$ cat src/sdiff_pkg.sv
// Shared constants, types and helpers for the second-difference error block.
// No dependencies.
`default_nettype none

package sdiff_pkg;

  localparam int MAX_SIZE_X_DEF  = 64;
  localparam int MAX_SIZE_Y_DEF  = 64;
  localparam int MAX_SIZE_Z_DEF  = 64;
  localparam int VALUE_WIDTH_DEF = 32;
  localparam int AXIS_COUNT_DEF  = 3;

  localparam int FIELD_COUNT     = 5;
  localparam int CFG_WIDTH       = 7;
  localparam int CFG_INDEX_WIDTH = 2;
  localparam int INDEX_WIDTH     = 6;
  localparam int MIN_SIZE        = 3;

  // RAM copies, one per stencil tap read each cycle
  localparam int TAP_COUNT = 6;
  localparam int TAP_C     = 0;
  localparam int TAP_XM    = 1;
  localparam int TAP_XP    = 2;
  localparam int TAP_YM    = 3;
  localparam int TAP_YP    = 4;
  localparam int TAP_ZO    = 5;

  localparam logic [CFG_WIDTH-1:0] SIZE_RESET = CFG_WIDTH'(64);

  typedef enum logic [CFG_INDEX_WIDTH-1:0] {
    REG_SIZE_X = 2'd0,
    REG_SIZE_Y = 2'd1,
    REG_SIZE_Z = 2'd2
  } sdiff_reg_t;

  typedef struct packed {
    logic [INDEX_WIDTH-1:0] index_x;
    logic [INDEX_WIDTH-1:0] index_y;
    logic [INDEX_WIDTH-1:0] index_z;
    logic                   last_point;
  } sdiff_meta_t;

  // size register clamped to [MIN_SIZE, maxv]
  function automatic logic [CFG_WIDTH-1:0] eff_size(input logic [CFG_WIDTH-1:0] v,
                                                    input int maxv);
    int vi;
    int r;
    vi = int'(v);
    r  = vi;
    if (vi < MIN_SIZE) r = MIN_SIZE;
    else if (vi > maxv) r = maxv;
    return CFG_WIDTH'(r);
  endfunction

endpackage

`default_nettype wire

$ cat src/sdiff_lane.sv
// One field lane: absolute second differences per axis, then their maximum.
// Two register stages; uses sdiff_pkg.
`default_nettype none

module sdiff_lane #(
  parameter int VALUE_WIDTH = 32,
  parameter int AXIS_COUNT  = 3
) (
  input  wire logic                          clk,
  input  wire logic                          en_a,
  input  wire logic                          en_b,
  input  wire logic signed [VALUE_WIDTH-1:0] center,
  input  wire logic signed [VALUE_WIDTH-1:0] x_minus,
  input  wire logic signed [VALUE_WIDTH-1:0] x_plus,
  input  wire logic signed [VALUE_WIDTH-1:0] y_minus,
  input  wire logic signed [VALUE_WIDTH-1:0] y_plus,
  input  wire logic signed [VALUE_WIDTH-1:0] z_minus,
  input  wire logic signed [VALUE_WIDTH-1:0] z_plus,
  output logic             [VALUE_WIDTH:0]   lane_max
);
  import sdiff_pkg::*;

  localparam int DW = VALUE_WIDTH + 3;

  logic signed [VALUE_WIDTH-1:0] lo [3];
  logic signed [VALUE_WIDTH-1:0] hi [3];
  logic [VALUE_WIDTH:0] mag_next [AXIS_COUNT];
  logic [VALUE_WIDTH:0] mag      [AXIS_COUNT];
  logic [VALUE_WIDTH:0] lane_max_next;

  assign lo[0] = x_minus;
  assign hi[0] = x_plus;
  assign lo[1] = y_minus;
  assign hi[1] = y_plus;
  assign lo[2] = z_minus;
  assign hi[2] = z_plus;

  always_comb begin
    logic signed [DW-1:0] d;
    for (int a = 0; a < AXIS_COUNT; a++) begin
      d = DW'(lo[a]) - (DW'(center) <<< 1) + DW'(hi[a]);
      mag_next[a] = d[DW-1] ? (VALUE_WIDTH+1)'(-d) : (VALUE_WIDTH+1)'(d);
    end
  end

  always_ff @(posedge clk) begin
    if (en_a) mag <= mag_next;
  end

  always_comb begin
    lane_max_next = '0;
    for (int a = 0; a < AXIS_COUNT; a++) begin
      if (mag[a] > lane_max_next) lane_max_next = mag[a];
    end
  end

  always_ff @(posedge clk) begin
    if (en_b) lane_max <= lane_max_next;
  end
endmodule

`default_nettype wire

$ cat config.mk
export PLATFORM = sky130hd
export DESIGN_NAME = sdiff_lane
export DESIGN_NICKNAME = d
export VERILOG_FILES = /design/src/sdiff_pkg.sv /design/src/sdiff_lane.sv
export SDC_FILE = /design/constraint.sdc
export NUM_CORES = 1
export LEC_CHECK = 0
export ABC_AREA = 0
export BUFFER_PORTS_ARGS = -buffer_cell sky130_fd_sc_hd__buf_2
export CAP_MARGIN = 20
export CORE_MARGIN = 1.5
export CORE_UTILIZATION = 55
export DETAILED_ROUTE_END_ITERATION = 16
export HOLD_SLACK_MARGIN = 0.05
export PLACE_DENSITY = 0.85
export SLEW_MARGIN = 20
export SYNTH_ARGS = -nofsm -noshare
export SYNTH_HDL_FRONTEND = slang
export SYNTH_SLANG_ARGS = --single-unit
$ cat constraint.sdc
create_clock -name clk -period 5.2 [get_ports clk]
set_input_delay 0 -clock clk [delete_from_list [all_inputs] [get_ports clk]]
set_output_delay 0 -clock clk [all_outputs]
set_load 0.02 [all_outputs]
==> metrics.md <==
| Metric | Value |
|---|---|
| Highest-count cells in the layout ignoring fill and taps | `inv_1 (476), buf_2 (258), ha_1 (170)` |
| Worst Hold Class | `in -> reg` |
| Total GRT Usage | `30.5%` |
| Synth top area share | `21.0%` |
| Arrival time worst endpoint | `5280 ps` |
| Worst path cell trace | `inv_2, ha_4, a21o_1, a21o_1, a21o_1, a21o_1, a21oi_2, o21ai_2, a211o_1, buf_4, buf_4, o41ai_1, nor2_1, ha_1, o21ai_1, nand2b_1, a21oi_1, o221ai_2, a221o_1, a211oi_2, a21oi_4, clkbuf_16, mux2i_1` |
| WP buf/inv | `4` |
| Status | `finished clean` |
| Routed WL | `54,700 um` |
| Highest clock rate | `196 MHz` |
| Final GP Congestion | `0.921` |
| Die Span X | `188 um` |
| Synthesis-stage register bit count | `132` |
| Initial Util | `56.1%` |
| Critical path launch point type | `flip-flop` |
| Num CTS Buffers | `17` |
| Area Growth Syn to Fin | `15.3%` |
| Synthesized area per cell | `8.13 um^2` |
| Root buffer cell | `clkbuf_16` |
| DPL Wire Length | `46,000 um` |
| Initial antenna violation count | `0` |
| Synth Area in Compound Gates | `21.3%` |
| CP peak stage delay | `410 ps` |
| Hold WS | `163 ps` |
| Worst rel slew slack | `39.1%` |
| Ys async rst share | `0%` |
| Power density cells | `563 nW/um^2` |
| Least-Margin Pin Slew | `914 ps` |
| VDD IR-drop max | `0.000704 V` |
| Slew Limit Fails | `0` |
| Finished layout cell area | `21,700 um^2` |
| H-tree Lvls | `4` |
| Area share of fa/ha/maj cells after synthesis | `21.5%` |
| Share of cells above drive strength 1 | `15.2%` |
| DRC | `0` |
| Min-delay src | `en_b` |
| CP most frequent cell | `a21o_1` |
| Nets | `3,063` |
| R2R Setup Slk | `90 ps` |
| Critical path type | `reg -> reg` |
| Clk slew on worst S/H paths | `60 ps` |
| Routed vias | `17,600` |
| Number of placement rows | `67` |
| Ant. Diodes | `0` |
| Seq/Total Area, Yosys | `21.0%` |
| CP endpoint kind | `flip-flop` |
| Die footprint | `35,400 um^2` |
| Number of global-route vias before repair | `17,000` |
| Clk_skew | `13.4 ps` |
| Period utilization | `98.2%` |
| Final hold vios | `0` |
| Max Cap Viol | `0` |
| WHS Endpoint | `lane_max[2]` |
| Final setup fails | `0` |
| P_leak | `11.0 nW` |
| Yosys warns | `0` |
| ANT nets after route | `0` |
| Vias per cell | `5.81` |
| Largest family of logic cells by synthesized area | `adder cells` |
| Max FO, Critical Path | `10` |
| Synth cell types | `83` |
| First-pass GRT wire length | `85,800 um` |
| Ports | `260` |
| Ys flop type | `edfxtp_1` |
| Dominant cells by area after synthesis | `edfxtp_1 (21%), ha_1 (11%), fa_1 (10%), inv_1 (9.5%), xnor2_1 (4.5%)` |
| Commonest non-fill, non-tap cell in the layout | `inv_1` |
| R2r endpoint | `lane_max[18]` |
| Area leader, netlist | `edfxtp_1` |
| Global route overflow | `0` |
| CTS Buffer Depth | `2` |
| Mux contribution to synthesized area | `2.02%` |
| Hold path cells | `1` |
| Clk Latency, worst-skew pair | `430 ps` |
| Die Y-Extent | `188 um` |
| Filler cells | `2,820` |
| Core Area | `33,600 um^2` |
| Post-Synth Simple-Gate Area | `15.7%` |
| Synth Area in XOR/XNOR | `7.29%` |
| Drt pass-1 iters | `5` |
| Iter 0 DRT Violations | `1,469` |
| Mapped cell area | `18,900 um^2` |
| Sink Count | `132` |
| Critical path depth in cells | `23` |
| Post-synth EDFFs | `132` |
| Period minus WS final | `5110 ps` |
| RR Startpoint | `mag[84]` |
| R2R cell count | `23` |
| Kind of cell adding the most delay to the critical path | `compound AO/OA/AOI/OAI gates` |
| Drt wl/cell | `18.0 um` |
| CTS tree | `yes` |
| Number of port buffers | `259` |
| Syn Nets | `2,812` |
| Mapped Cells | `2,318` |
| Largest net degree at the start of global routing | `76` |
| Placed instance area | `20,800 um^2` |
| Crit path max-delay cell type | `edfxtp_1` |
| WP data required | `5370 ps` |
[synth_stat cells (16+ instances only)]
master / n
inv_1: 477
ha_1: 171
nand2_1: 154
nor2_1: 147
a21oi_1: 137
edfxtp_1: 132
fa_1: 96
xnor2_1: 96
o21ai_0: 86
a21o_1: 85
clkbuf_1: 85
xor2_1: 61
and3_1: 47
nand4_1: 40
nor3_1: 39
mux2i_1: 37
o41ai_1: 35
a32o_1: 34
nand3_1: 32
o21a_1: 24
o211ai_1: 23
a211oi_1: 22
nand2b_1: 17
o31ai_1: 17
a31oi_1: 16
nor2b_1: 16
[worst max-delay path by stage]
stage | to | from | slack [ps]
5_1_grt | lane_max[24] | mag[84] | -80
4_1_cts | lane_max[28] | mag[84] | 20
3_3_place_gp | lane_max[32] | mag[51] | -60
6_report | lane_max[18] | mag[84] | 90
2_1_floorplan | lane_max[10] | mag[51] | 90
3_5_place_dp | lane_max[28] | mag[51] | -140
[routing by layer]
metal | wire [um] | part of all wire (%) | GRT usage (%)
met1 | 24000 | 44 | 41.5
met2 | 26200 | 48 | 52.2
met3 | 3050 | 5.6 | 2.06
met4 | 1380 | 2.5 | 8.83
met5 | 0 | 0 | 0
[sequential cells by signal, indices dropped and copies added, names as in the netlist]
register and count:
mag 99, lane_max 33
[through the flow]
stage | TNS [ps] | utilization [%] | setup slack [ps] | std cells | total power, W
after floorplan | 0 | - | 89.1 | 2318 | 0.00791
after global placement | -1250 | 61.8 | -61.8 | 2979 | 0.0100
after detailed placement | -3070 | 61.8 | -135 | 2979 | 0.0103
after CTS | 0 | 63.8 | 19.3 | 3020 | 0.0116
after global routing | -1960 | 64.7 | -83.4 | 3030 | 0.0132
final | 0 | 64.7 | 92.7 | 3030 | 0.0122
[cell type report]
class / instances / area, um^2 / area share (%)
inverters: 477 / 1790 / 8.24
clock buffers: 17 / 425 / 1.96
multi-input cells: 1623 / 13000 / 59.7
well taps: 448 / 561 / 2.58
clock inverters: 15 / 169 / 0.777
repair buffers: 318 / 1860 / 8.56
flip-flops and latches: 132 / 3960 / 18.2
[cells by family (layout without fill, tap and decap cells)]
kind of cell    count (synthesis)  after routing
buf+inv                       563            827
mux                            38             38
fa+ha+maj                     267            267
xor+xnor                      157            157
flops                         132            132
simple gates                  586            586
compound gates                575            575
[where the power goes]
| group | total [W] | internal, W | switching [W] |
|---|---|---|---|
| logic | 0.00868 | 0.00368 | 0.00501 |
| clock network | 0.00121 | 0.000718 | 0.000493 |
| registers | 0.00234 | 0.00203 | 0.000311 |
[what timing repair did]
item,in CTS,in global routing
endpoints found under the hold margin,27,0
hold buffers,7,0
gates resized for setup,3,29
cloned,0,3
setup buffers,2,7
setup endpoints to repair,28,33
pin swaps,1,21
(Power assumes the default switching activity.)
