===== config.mk =====
export PLATFORM = sky130hd
export DESIGN_NAME = sdiff_merge
export DESIGN_NICKNAME = d
export VERILOG_FILES = /design/src/sdiff_pkg.sv /design/src/sdiff_merge.sv
export SDC_FILE = /design/constraint.sdc
export NUM_CORES = 1
export LEC_CHECK = 0
export ABC_AREA = 1
export BUFFER_PORTS_ARGS = -buffer_cell sky130_fd_sc_hd__buf_2
export CORE_UTILIZATION = 45
export DETAILED_ROUTE_END_ITERATION = 12
export PLACE_DENSITY_LB_ADDON = 0.05
export SETUP_SLACK_MARGIN = 0.02
export SLEW_MARGIN = 25
export SYNTH_ARGS = -nofsm -noshare
export SYNTH_HDL_FRONTEND = slang
export SYNTH_SLANG_ARGS = --single-unit

===== constraint.sdc =====
create_clock -name clk -period 6.55 [get_ports clk]
set_input_delay 1.31 -clock clk [delete_from_list [all_inputs] [get_ports clk]]
set_output_delay 1.31 -clock clk [all_outputs]
set_load 0.01 [all_outputs]

===== src/sdiff_pkg.sv =====
// Shared constants, types and helpers for the second-difference error block.
// No dependencies.
`default_nettype none

package sdiff_pkg;

  localparam int MAX_SIZE_X_DEF  = 64;
  localparam int MAX_SIZE_Y_DEF  = 64;
  localparam int MAX_SIZE_Z_DEF  = 64;
  localparam int VALUE_WIDTH_DEF = 32;
  localparam int AXIS_COUNT_DEF  = 3;

  localparam int FIELD_COUNT     = 5;
  localparam int CFG_WIDTH       = 7;
  localparam int CFG_INDEX_WIDTH = 2;
  localparam int INDEX_WIDTH     = 6;
  localparam int MIN_SIZE        = 3;

  // RAM copies, one per stencil tap read each cycle
  localparam int TAP_COUNT = 6;
  localparam int TAP_C     = 0;
  localparam int TAP_XM    = 1;
  localparam int TAP_XP    = 2;
  localparam int TAP_YM    = 3;
  localparam int TAP_YP    = 4;
  localparam int TAP_ZO    = 5;

  localparam logic [CFG_WIDTH-1:0] SIZE_RESET = CFG_WIDTH'(64);

  typedef enum logic [CFG_INDEX_WIDTH-1:0] {
    REG_SIZE_X = 2'd0,
    REG_SIZE_Y = 2'd1,
    REG_SIZE_Z = 2'd2
  } sdiff_reg_t;

  typedef struct packed {
    logic [INDEX_WIDTH-1:0] index_x;
    logic [INDEX_WIDTH-1:0] index_y;
    logic [INDEX_WIDTH-1:0] index_z;
    logic                   last_point;
  } sdiff_meta_t;

  // size register clamped to [MIN_SIZE, maxv]
  function automatic logic [CFG_WIDTH-1:0] eff_size(input logic [CFG_WIDTH-1:0] v,
                                                    input int maxv);
    int vi;
    int r;
    vi = int'(v);
    r  = vi;
    if (vi < MIN_SIZE) r = MIN_SIZE;
    else if (vi > maxv) r = maxv;
    return CFG_WIDTH'(r);
  endfunction

endpackage

`default_nettype wire


===== src/sdiff_merge.sv =====
// Merging stage: maximum over the field lanes into the output register.
// Uses sdiff_pkg.
`default_nettype none

module sdiff_merge #(
  parameter int VALUE_WIDTH = 32
) (
  input  wire logic                   clk,
  input  wire logic                   en,
  input  wire logic [VALUE_WIDTH:0]   lane_max [sdiff_pkg::FIELD_COUNT],
  output logic      [VALUE_WIDTH:0]   error_max
);
  import sdiff_pkg::*;

  logic [VALUE_WIDTH:0] error_max_next;

  always_comb begin
    error_max_next = lane_max[0];
    for (int f = 1; f < FIELD_COUNT; f++) begin
      if (lane_max[f] > error_max_next) error_max_next = lane_max[f];
    end
  end

  always_ff @(posedge clk) begin
    if (en) error_max <= error_max_next;
  end
endmodule

`default_nettype wire


==> results of run 1 <==
[power groups by stage]
stage                     clock (W)  sequential (W)  combinational, W
after floorplan                   0        0.000436           0.00102
after global placement            0        0.000380           0.00181
after detailed placement          0        0.000383           0.00186
after CTS                  0.000259        0.000380           0.00211
after global routing       0.000270        0.000387           0.00258
final                      0.000257        0.000378           0.00237
[worst paths after layout]
check	end	depth (start not counted)	slack [ns]
setup / recovery	error_max[2]	46	-1.29
hold / removal	error_max[15]	3	1.33
[cells by family after synthesis]
family	share of synthesized area
fa+ha+maj	0.233
simple gates	0.462
buf+inv	0.106
compound gates	0.0585
flops	0.140
[critical path: cells and delay by family]
| kind | cells | cell delay (ns) |
|---|---|---|
| AND/OR/NAND/NOR | 31 | 3.94 |
| buffers and inverters | 10 | 1.29 |
| adder cells (fa/ha/maj) | 4 | 1.13 |
| AO/OA/AOI/OAI | 1 | 0.18 |
[synthesized netlist by cell type (all sizes together), types with 7 or more instances]
| cell type | instances | area share |
|---|---|---|
| inv | 143 | 0.076 |
| nor3 | 7 | 0.0064 |
| nand3 | 145 | 0.15 |
| o21ai | 12 | 0.0085 |
| and2 | 32 | 0.028 |
| nand4 | 14 | 0.012 |
| edfxtp | 33 | 0.14 |
| buf | 27 | 0.030 |
| nor2 | 38 | 0.024 |
| a21oi | 55 | 0.039 |
| nand2 | 360 | 0.23 |
| nand3b | 7 | 0.0092 |
| ha | 132 | 0.23 |
[timing repair]
| action | CTS | global route |
|---|---|---|
| setup buffers | 12 | 11 |
| gates cloned | 7 | 6 |
| pin swaps | 19 | 48 |
| gates resized for setup | 49 | 144 |
| setup endpoints to repair | 33 | 33 |
[layout by cell type, fill, tap and decap left out, types with 15 or more instances in the layout]
| cell type | synthesis | layout |
|---|---|---|
| nor2_1 | 31 | 15 |
| ha_4 | 0 | 39 |
| and2_1 | 32 | 18 |
| inv_1 | 133 | 121 |
| nand2_2 | 4 | 27 |
| inv_2 | 10 | 19 |
| nand2_1 | 323 | 289 |
| edfxtp_1 | 33 | 33 |
| a21oi_1 | 54 | 42 |
| nand2_4 | 31 | 40 |
| buf_4 | 11 | 308 |
| nand3_2 | 63 | 62 |
| buf_2 | 12 | 199 |
| ha_1 | 132 | 93 |
| nand3_1 | 82 | 72 |
[metal layers]
layer  up-vias  part of all wire  track usage
met2       300              0.49        0.483
met4         0             0.029       0.0959
met1      3915              0.44        0.381
met5         -                 0            0
li1       4395                 -            -
met3        54             0.042      0.00670
[metrics by stage]
step | std cells | hold slack [ns] | setup TNS [ns] | area (um^2) | util
global route | 1749 | 1.35 | -54.69 | 12200 | 0.803
global placement | 1707 | 1.61 | -48.30 | 10600 | 0.693
finish | 1749 | 1.33 | -41.53 | 12200 | 0.803
detailed placement | 1707 | 1.61 | -52.77 | 10600 | 0.693
CTS | 1734 | 1.32 | -33.37 | 11300 | 0.738
floorplan | 1019 | 1.42 | -11.24 | 7230 | -
[layout make-up]
class	count	area share
clock buffers	5	0.0102
multi-input cells	818	0.520
well taps	211	0.0216
flip-flops and latches	33	0.0809
repair inverters	1	0.000715
repair buffers	535	0.316
inverters	143	0.0471
clock inverters	3	0.00337
==> reports/summary.json, run 1 <==
{
  "status": "complete, but fails checks",
  "failing_checks": "negative setup slack",
  "first_iter_violations": 589,
  "detailedPlacementHpwl_mm": 18.8,
  "postRouteWirelength_mm": 25.3,
  "syn-num-nets": 1318,
  "synth.yosys.seq_area_share": 0.140,
  "vdd_drop_max_mv": 0.207,
  "setup-violations-final": 33,
  "placement.io_buffers": 199,
  "cts_root_buffer": "clkbuf_16",
  "synthToLayoutAreaGrowth_pct": 72.9,
  "grt_first_pass_wirelength_mm": 36.7,
  "top_register": "error_max",
  "fraction_of_layout_cells_with_a_size_suffix_above_1": 0.527,
  "worstMarginPinSlew_ns": 0.686,
  "rsz0062_at_grt": "true",
  "syn_avg_cell_area_um2": 6.95,
  "h_tree_depth": 2,
  "p_int_w": 0.00171,
  "starting_density_of_the_core": 0.464,
  "hold_buf_count_cts": 0,
  "dominantRegCellSynth": "edfxtp_1",
  "ff_latch_area_um2": 991,
  "synth_edf_count": 33,
  "maximum_number_of_pins_on_one_net_before_global_route_repair": 34,
  "drt.antenna.violating_nets": 0,
  "die-width_um": 127,
  "die_area_mm2": 0.0162,
  "hold_violations_final": 0,
  "grt_antenna_before_repair": 0,
  "power_leakage_nw": 6.74,
  "design.portCount": 200,
  "critical_path.startpoint": "lane_max[128]",
  "worst_setup_path_end_kind": "flop",
  "fmax_ghz": 0.128,
  "cts.sinks": 33,
  "clock_power_share": 0.086,
  "worst_slew_margin_rel": 0.542,
  "yosys_warnings": 0,
  "critical_path_peak_fanout": 16,
  "grt-ovfl-total": 0,
  "via_count": 8664,
  "timing.critical_path.slowest_stage_cell": "ha_1",
  "worst_setup_hold_path_clk_slew_ns": 0.05,
  "via_per_inst": 4.95,
  "drv.max_cap_violation_count": 0,
  "finalPower_w": 0.00300,
  "slew_viol_final": 0,
  "cts_max_path_buffers": 2,
  "multiInputGateArea_mm2": 0.00637,
  "p_switching_w": 0.00130,
  "netlist-cell-type-count": 34,
  "final_min_period_over_clock_period": 1.20,
  "clock_period_minus_final_worst_setup_slack_ns": 7.84,
  "chipHeight_um": 127,
  "tritoncts.num_buffers": 5,
  "placement.setup.worst_slack_ns": -1.63,
  "critPathArrivalTime_ns": 7.87,
  "switch_share": 0.432,
  "largest_register_ffs": 33,
  "groute.usage.overall": 0.282,
  "hold_start": "lane_max[15]",
  "post_route_drc_violation_count": 0,
  "share_comb_of_total_power": 0.788,
  "nets": 1836,
  "timing.critical_path.required_ns": 6.58,
  "power_density_mw_per_mm2": 245,
  "place_congestion": 0.903,
  "async_reset_ff_frac": 0,
  "critical_path.most_common_cell": "buf_12",
  "wl_per_cell_um": 14.5,
  "synth_cells": 1019,
  "reg_top3": "error_max (33)",
  "seq_power_share": 0.126,
  "cp-start-kind": "input port",
  "synth_area_mm2": 0.00708,
  "hp-class": "input port to flop",
  "num_antenna_cells": 0,
  "vias_in_the_first_global_route": 7916,
  "synth.ff_latch_count": 33,
  "filler_cell_count": 1051,
  "fp.coreArea_mm2": 0.0153,
  "critical-path-max-stage-delay_ns": 0.30,
  "path_type_of_the_worst_setup_path": "input port to flop",
  "drt_pre_antenna_iters": 7,
  "std_cell_rows": 45,
  "tritoncts": "done",
  "setup_ws_ns": -1.29
}
Note: power is estimated with default switching activity, not from simulation.
==> run 2, diff against run 1 <==
clock period = 7.88 ns   (was 6.55 ns; I/O delays follow)
==> run 2 against run 1 <==
Net effect: the run still ends with negative setup slack left; die area did not move; sequential share of layout area fell by 0.28 points; hold slack improved by 0.27 ns; total power fell by 13%; combinational power fell by 10%; worst setup slack improved by 1.0 ns; critical path depth rose by 6; sequential power fell by 17%; count of clock-buffer cells in the layout rose by 1; clock power fell by 30%; largest cell class unchanged.
==> reports/summary.json, run 2 (same netlist as run 1, synthesis figures left out) <==
{
  "grt_first_pass_wirelength": {"value": 33.5, "unit": "mm", "change": "was 36.7 mm"},
  "via_count": {"value": 8595, "change": "was 8664"},
  "fmax_ghz": 0.123,
  "tritoncts": {"value": "done", "change": "unchanged"},
  "worst_slew_margin_rel": {"value": 0.560, "change": "was 0.542"},
  "worstMarginPinSlew": {"value": 0.660, "unit": "ns", "change": "was 0.686 ns"},
  "final_cell_mix": {"value": "buf_4, nand2_1, buf_2", "change": "unchanged"},
  "cts_root_buffer": {"value": "clkbuf_16", "change": "unchanged"},
  "finalPower": {"value": 0.00262, "unit": "W", "change": "was 0.00300 W"},
  "wl_per_cell": {"value": 15.4, "unit": "um", "change": "was 14.5 um"},
  "timing.critical_path.buf_inv": {"value": 12, "change": "was 10"},
  "synthToLayoutAreaGrowth": {"value": 79.1, "unit": "%", "change": "was 72.9%"},
  "ff_latch_area": {"value": 991, "unit": "um^2", "change": "unchanged"},
  "place_congestion": {"value": 0.921, "change": "was 0.903"},
  "drt.antenna.violating_nets": {"value": 0, "change": "unchanged"},
  "num_antenna_cells": {"value": 0, "change": "unchanged"},
  "failing_checks": {"value": "negative setup slack", "change": "unchanged"},
  "setup_total_negative_slack": {"value": -6.73, "unit": "ns", "change": "was -41.53 ns"},
  "post_route_drc_violation_count": {"value": 0, "change": "unchanged"},
  "die_area": {"value": 0.0162, "unit": "mm^2", "change": "unchanged"},
  "hold_violations_final": {"value": 0, "change": "unchanged"},
  "design.portCount": {"value": 200, "change": "unchanged"},
  "placement.setup.worst_slack": {"value": -0.381, "unit": "ns", "change": "was -1.63 ns"},
  "critical-path-max-stage-delay": {"value": 0.31, "unit": "ns", "change": "was 0.30 ns"},
  "power_density": {"value": 207, "unit": "mW/mm^2", "change": "was 245 mW/mm^2"},
  "via_per_inst": {"value": 5.01, "change": "was 4.95"},
  "top_register": {"value": "error_max", "change": "unchanged"},
  "worst_setup_path_end_kind": {"value": "flop", "change": "unchanged"},
  "drt_pre_antenna_iters": {"value": 5, "change": "was 7"},
  "drv.max_cap_violation_count": {"value": 0, "change": "unchanged"},
  "filler_cell_count": {"value": 950, "change": "was 1051"},
  "postRouteWirelength": {"value": 26.4, "unit": "mm", "change": "was 25.3 mm"},
  "setup-violations-final": {"value": 33, "change": "unchanged"},
  "tritoncts.num_buffers": {"value": 5, "change": "unchanged"},
  "grt_antenna_before_repair": {"value": 0, "change": "unchanged"},
  "largest_register_ffs": {"value": 33, "change": "unchanged"},
  "critical_path_peak_fanout": {"value": 13, "change": "was 16"},
  "hp-class": {"value": "input port to flop", "change": "unchanged"},
  "path_type_of_the_worst_setup_path": {"value": "input port to flop", "change": "unchanged"},
  "critical_path.most_common_cell": {"value": "nand2_1", "change": "was buf_12"},
  "status": {"value": "complete, but fails checks", "change": "unchanged"},
  "critPathArrivalTime": {"value": 8.16, "unit": "ns", "change": "was 7.87 ns"},
  "rsz0062_at_grt": {"value": "true", "change": "unchanged"},
  "h_tree_depth": {"value": 2, "change": "unchanged"},
  "multiInputGateArea": {"value": 0.00685, "unit": "mm^2", "change": "was 0.00637 mm^2"},
  "chipHeight": {"value": 127, "unit": "um", "change": "unchanged"},
  "cp_top_family": {"value": "simple AND/OR/NAND/NOR gates", "change": "unchanged"},
  "groute.usage.overall": {"value": 0.256, "change": "was 0.282"},
  "grt-ovfl-total": {"value": 0, "change": "unchanged"},
  "first_iter_violations": {"value": 553, "change": "was 589"},
  "starting_density_of_the_core": {"value": 0.464, "change": "unchanged"},
  "fp.coreArea": {"value": 0.0153, "unit": "mm^2", "change": "unchanged"},
  "std_cell_rows": {"value": 45, "change": "unchanged"},
  "timing.critical_path.slowest_stage_cell": {"value": "ha_1", "change": "unchanged"},
  "die-width": {"value": 127, "unit": "um", "change": "unchanged"},
  "detailedPlacementHpwl": {"value": 18.5, "unit": "mm", "change": "was 18.8 mm"},
  "cts.sinks": {"value": 33, "change": "unchanged"},
  "placement.io_buffers": {"value": 199, "change": "unchanged"},
  "power_leakage": {"value": 6.72, "unit": "nW", "change": "was 6.74 nW"},
  "nets": {"value": 1801, "change": "was 1836"},
  "vdd_drop_max": {"value": 0.132, "unit": "mV", "change": "was 0.207 mV"},
  "slew_viol_final": {"value": 0, "change": "unchanged"},
  "setup_ws": {"value": -0.251, "unit": "ns", "change": "was -1.29 ns"},
  "vias_in_the_first_global_route": {"value": 7116, "change": "was 7916"},
  "layout_commonest_cell": {"value": "buf_4", "change": "unchanged"},
  "reg_top3": {"value": "error_max (33)", "change": "unchanged"},
  "timing.critical_path.required": {"value": 7.91, "unit": "ns", "change": "was 6.58 ns"},
  "cp-start-kind": {"value": "input port", "change": "unchanged"},
  "cts_max_path_buffers": {"value": 2, "change": "unchanged"},
  "fraction_of_layout_cells_with_a_size_suffix_above_1": {"value": 0.562, "change": "was 0.527"},
  "maximum_number_of_pins_on_one_net_before_global_route_repair": {"value": 34, "change": "unchanged"},
  "final_min_period_over_clock_period": 1.03,
  "worst_setup_hold_path_clk_slew": {"value": 0.05, "unit": "ns", "change": "about the same"},
  "clock_period_minus_final_worst_setup_slack_ns": 8.13
}
run 2: cell count changes in the layout (fill, tap and decap cells not counted), moves of 6 or more:
cell / previous run / this run
nand2_2: 27 / 58
buf_4: 308 / 258
clkbuf_16: 10 / 21
nand2_1: 289 / 254
ha_1: 93 / 69
nand3_1: 72 / 66
ha_4: 39 / 63
run 2: final cells by class:
cell class,count,area share
clock buffer,6,0.0102
clock inverter,2,0.000789
tap,211,0.0208
timing repair buffer,502,0.306
multi-input combinational,817,0.540
inverter,143,0.0445
sequential,33,0.0781
run 2: timing repair:
item / CTS / global route
setup endpoints to repair: 33 / 33
gates resized for setup: 35 / 266
buffers inserted: 5 / 17
pin swaps: 20 / 93
cloned: 4 / 16
hold buffers: 0 / 0
run 2: worst paths after layout:
path                       from       endpoint  slack (ns)  cells past startpoint
setup / recovery  lane_max[156]  error_max[17]       -0.25                     52
hold / removal     lane_max[19]  error_max[19]        1.60                      3
run 2: worst min-delay path, delay by kind of cell:
kind	cells	cell delay [ns]
and+or+nand+nor	2	0.10
buffers and inverters	1	0.09
run 2: power breakdown:
part           switching, W  internal [W]  leakage, nW  total [W]
registers         0.0000126      0.000300        0.322   0.000313
clock network     0.0000658      0.000116       0.0706   0.000181
logic               0.00107       0.00106         6.32    0.00213
total               0.00115       0.00148         6.72    0.00262
run 2: layer usage:
metal  vias to the layer above  global-route usage  part of all wire
met5                         -                   0                 0
met4                         0              0.0616             0.035
met3                        69              0.0101             0.039
met2                       304               0.436              0.49
met1                      3904               0.357              0.43
li1                       4318                   -                 -
run 2: per-stage QoR:
stage	cell area (um^2)	std cells	util	hold WS, ns
after floorplan	7080	1019	-	1.69
after detailed placement	10200	1665	0.670	1.88
after global placement	10200	1665	0.670	1.88
after CTS	10700	1682	0.698	1.59
after global routing	12700	1714	0.831	1.62
final	12700	1714	0.831	1.60
==> run 3, diff against run 2 <==
CORE_ASPECT_RATIO = 1.75   (was default)
==> run 3 against run 2 <==
Net effect: the flow still finishes with violations (negative setup slack); global-route usage increased by 1.6 points; total power increased by 1.6%; cell area increased by 2.1%; die area increased by 0.12%; largest power group unchanged.
==> reports/summary.json, run 3 (same netlist as run 1, synthesis figures left out) <==
{
  "starting_density_of_the_core": {"value": 0.460, "change": "was 0.464"},
  "power_leakage": {"value": 6.91, "unit": "nW", "change": "was 6.72 nW"},
  "top_register": {"value": "error_max", "change": "unchanged"},
  "timing.critical_path.buf_inv": {"value": 15, "change": "was 12"},
  "via_count": {"value": 9026, "change": "was 8595"},
  "worst_slew_margin_rel": {"value": 0.540, "change": "was 0.560"},
  "cts_root_buffer": {"value": "clkbuf_16", "change": "unchanged"},
  "filler_cell_count": {"value": 928, "change": "was 950"},
  "worstMarginPinSlew": {"value": 0.690, "unit": "ns", "change": "was 0.660 ns"},
  "place_congestion": {"value": 0.863, "change": "was 0.921"},
  "path_type_of_the_worst_setup_path": {"value": "input port to flop", "change": "unchanged"},
  "power_density": {"value": 206, "unit": "mW/mm^2", "change": "was 207 mW/mm^2"},
  "nets": {"value": 1851, "change": "was 1801"},
  "finalPower": {"value": 0.00267, "unit": "W", "change": "was 0.00262 W"},
  "drv.max_cap_violation_count": {"value": 0, "change": "unchanged"},
  "vias_in_the_first_global_route": {"value": 8036, "change": "was 7116"},
  "reg_top3": {"value": "error_max (33)", "change": "unchanged"},
  "groute.usage.overall": {"value": 0.272, "change": "was 0.256"},
  "die-width": {"value": 96.8, "unit": "um", "change": "was 127 um"},
  "fraction_of_layout_cells_with_a_size_suffix_above_1": {"value": 0.584, "change": "was 0.562"},
  "placement.io_buffers": {"value": 199, "change": "unchanged"},
  "postRouteWirelength": {"value": 28.0, "unit": "mm", "change": "was 26.4 mm"},
  "rsz0062_at_grt": {"value": "true", "change": "unchanged"},
  "worst_setup_hold_path_clk_slew": {"value": 0.05, "unit": "ns", "change": "about the same"},
  "wl_per_cell": {"value": 16.1, "unit": "um", "change": "was 15.4 um"},
  "chipHeight": {"value": 168, "unit": "um", "change": "was 127 um"},
  "slew_viol_final": {"value": 0, "change": "unchanged"},
  "grt_antenna_before_repair": {"value": 0, "change": "unchanged"},
  "fp.coreArea": {"value": 0.0154, "unit": "mm^2", "change": "was 0.0153 mm^2"},
  "critical-path-max-stage-delay": {"value": 0.27, "unit": "ns", "change": "was 0.31 ns"},
  "min_delay_path_depth": {"value": 3, "change": "unchanged"},
  "grt_first_pass_wirelength": {"value": 36.1, "unit": "mm", "change": "was 33.5 mm"},
  "drt_pre_antenna_iters": {"value": 5, "change": "unchanged"},
  "clock_period_minus_final_worst_setup_slack": {"value": 8.36, "unit": "ns", "change": "was 8.13 ns"},
  "die_area": {"value": 0.0163, "unit": "mm^2", "change": "was 0.0162 mm^2"},
  "synthToLayoutAreaGrowth": {"value": 82.8, "unit": "%", "change": "was 79.1%"},
  "critical_path_peak_fanout": {"value": 8, "change": "was 13"},
  "via_per_inst": {"value": 5.19, "change": "was 5.01"},
  "first_iter_violations": {"value": 357, "change": "was 553"},
  "maximum_number_of_pins_on_one_net_before_global_route_repair": {"value": 34, "change": "unchanged"},
  "h_tree_depth": {"value": 2, "change": "unchanged"},
  "cts.sinks": {"value": 33, "change": "unchanged"},
  "hold_buf_count_cts": {"value": 0, "change": "unchanged"},
  "setup_ws": {"value": -0.479, "unit": "ns", "change": "was -0.251 ns"},
  "critPathArrivalTime": {"value": 8.39, "unit": "ns", "change": "was 8.16 ns"},
  "status": {"value": "complete, but fails checks", "change": "unchanged"},
  "layout_commonest_cell": {"value": "buf_4", "change": "unchanged"},
  "vdd_drop_max": {"value": 0.126, "unit": "mV", "change": "was 0.132 mV"},
  "setup-violations-final": {"value": 33, "change": "unchanged"},
  "worst_hold_slack": {"value": 1.59, "unit": "ns", "change": "was 1.60 ns"},
  "tritoncts.num_buffers": {"value": 5, "change": "unchanged"},
  "drt.antenna.violating_nets": {"value": 0, "change": "unchanged"},
  "timing.critical_path.slowest_stage_cell": {"value": "ha_1", "change": "unchanged"},
  "final_min_period_over_clock_period": {"value": 1.06, "change": "was 1.03"},
  "post_route_drc_violation_count": {"value": 0, "change": "unchanged"},
  "final_cell_mix": {"value": "buf_4, nand2_1, buf_2", "change": "unchanged"},
  "std_cell_rows": {"value": 60, "change": "was 45"},
  "hold_violations_final": {"value": 0, "change": "unchanged"},
  "num_antenna_cells": {"value": 0, "change": "unchanged"},
  "design.portCount": {"value": 200, "change": "unchanged"},
  "hp-class": {"value": "input port to flop", "change": "unchanged"},
  "failing_checks": {"value": "negative setup slack", "change": "unchanged"},
  "cp_top_family": {"value": "simple AND/OR/NAND/NOR gates", "change": "unchanged"},
  "detailedPlacementHpwl": {"value": 18.7, "unit": "mm", "change": "was 18.5 mm"},
  "timing.critical_path.required": {"value": 7.91, "unit": "ns", "change": "about the same"},
  "cts_max_path_buffers": {"value": 2, "change": "unchanged"},
  "tritoncts": {"value": "done", "change": "unchanged"},
  "grt-ovfl-total": {"value": 0, "change": "unchanged"},
  "cp-start-kind": {"value": "input port", "change": "unchanged"},
  "fmax": {"value": 0.120, "unit": "GHz", "change": "was 0.123 GHz"},
  "worstSetupPathDepth": {"value": 53, "change": "was 52"},
  "worst_setup_path_end_kind": {"value": "flop", "change": "unchanged"},
  "largest_register_ffs": {"value": 33, "change": "unchanged"}
}
==> run 3: cell count changes in the layout (fill, tap and decap cells not counted), sizes merged <==
cell | previous run | this run
nand2 | 361 | 364
clkinv | 3 | 1
clkbuf | 22 | 12
inv | 142 | 144
buf | 486 | 542
==> run 3: path summary, 6_finish.rpt <==
path	from	endpoint	slack, ns
setup / recovery	lane_max[159]	error_max[28]	-0.48
hold / removal	lane_max[26]	error_max[26]	1.59
==> run 3: repair_timing <==
| item | in CTS | in global routing |
|---|---|---|
| pin swaps | 18 | 102 |
| cloned | 9 | 6 |
| setup buffers | 13 | 16 |
| resized for setup | 57 | 277 |
| setup endpoints to repair | 33 | 33 |
| endpoints found under the hold margin | 0 | 0 |
==> run 3: tightest hold or removal path, delay by kind of cell <==
kind,cells,cell delay [ns]
buffers and inverters,1,0.09
AND/OR/NAND/NOR,2,0.10
==> run 3: layout make-up <==
cell class / instances / area (um^2) / area share
clock buffer: 6 / 129 / 0.00995
inverter: 143 / 567 / 0.0438
clock inverter: 1 / 3.75 / 0.000290
multi-input combinational: 820 / 6910 / 0.534
timing repair buffer: 548 / 4100 / 0.316
timing repair inverter: 1 / 20.0 / 0.00155
sequential: 33 / 991 / 0.0765
tap: 186 / 233 / 0.0180
==> run 3: metrics by stage <==
stage / utilization / setup TNS [ns] / worst slack (ns) / instance area, um^2 / instances
2_1_floorplan: - / 0 / 0.559 / 7080 / 1019
3_3_place_gp: 0.684 / -21.69 / -0.665 / 10500 / 1687
3_5_place_dp: 0.684 / -24.51 / -0.759 / 10500 / 1687
4_1_cts: 0.728 / -2.35 / -0.0812 / 11200 / 1716
5_1_grt: 0.841 / -23.96 / -0.777 / 12900 / 1738
6_report: 0.841 / -13.74 / -0.479 / 12900 / 1738
==> run 3: power by group <==
| group | total, W | switching, W | leakage (nW) | internal, W |
|---|---|---|---|---|
| sequential | 0.000314 | 0.0000134 | 0.322 | 0.000301 |
| combinational | 0.00217 | 0.00109 | 6.52 | 0.00108 |
| clock | 0.000180 | 0.0000662 | 0.0644 | 0.000114 |
| total | 0.00267 | 0.00117 | 6.91 | 0.00149 |
==> run 3: routing by layer <==
metal	vias up	GRT usage	wire length, um
li1	4422	-	-
met1	4132	0.295	9990
met2	352	0.521	15200
met3	120	0.0120	1040
met4	0	0.149	1830
met5	-	0	0
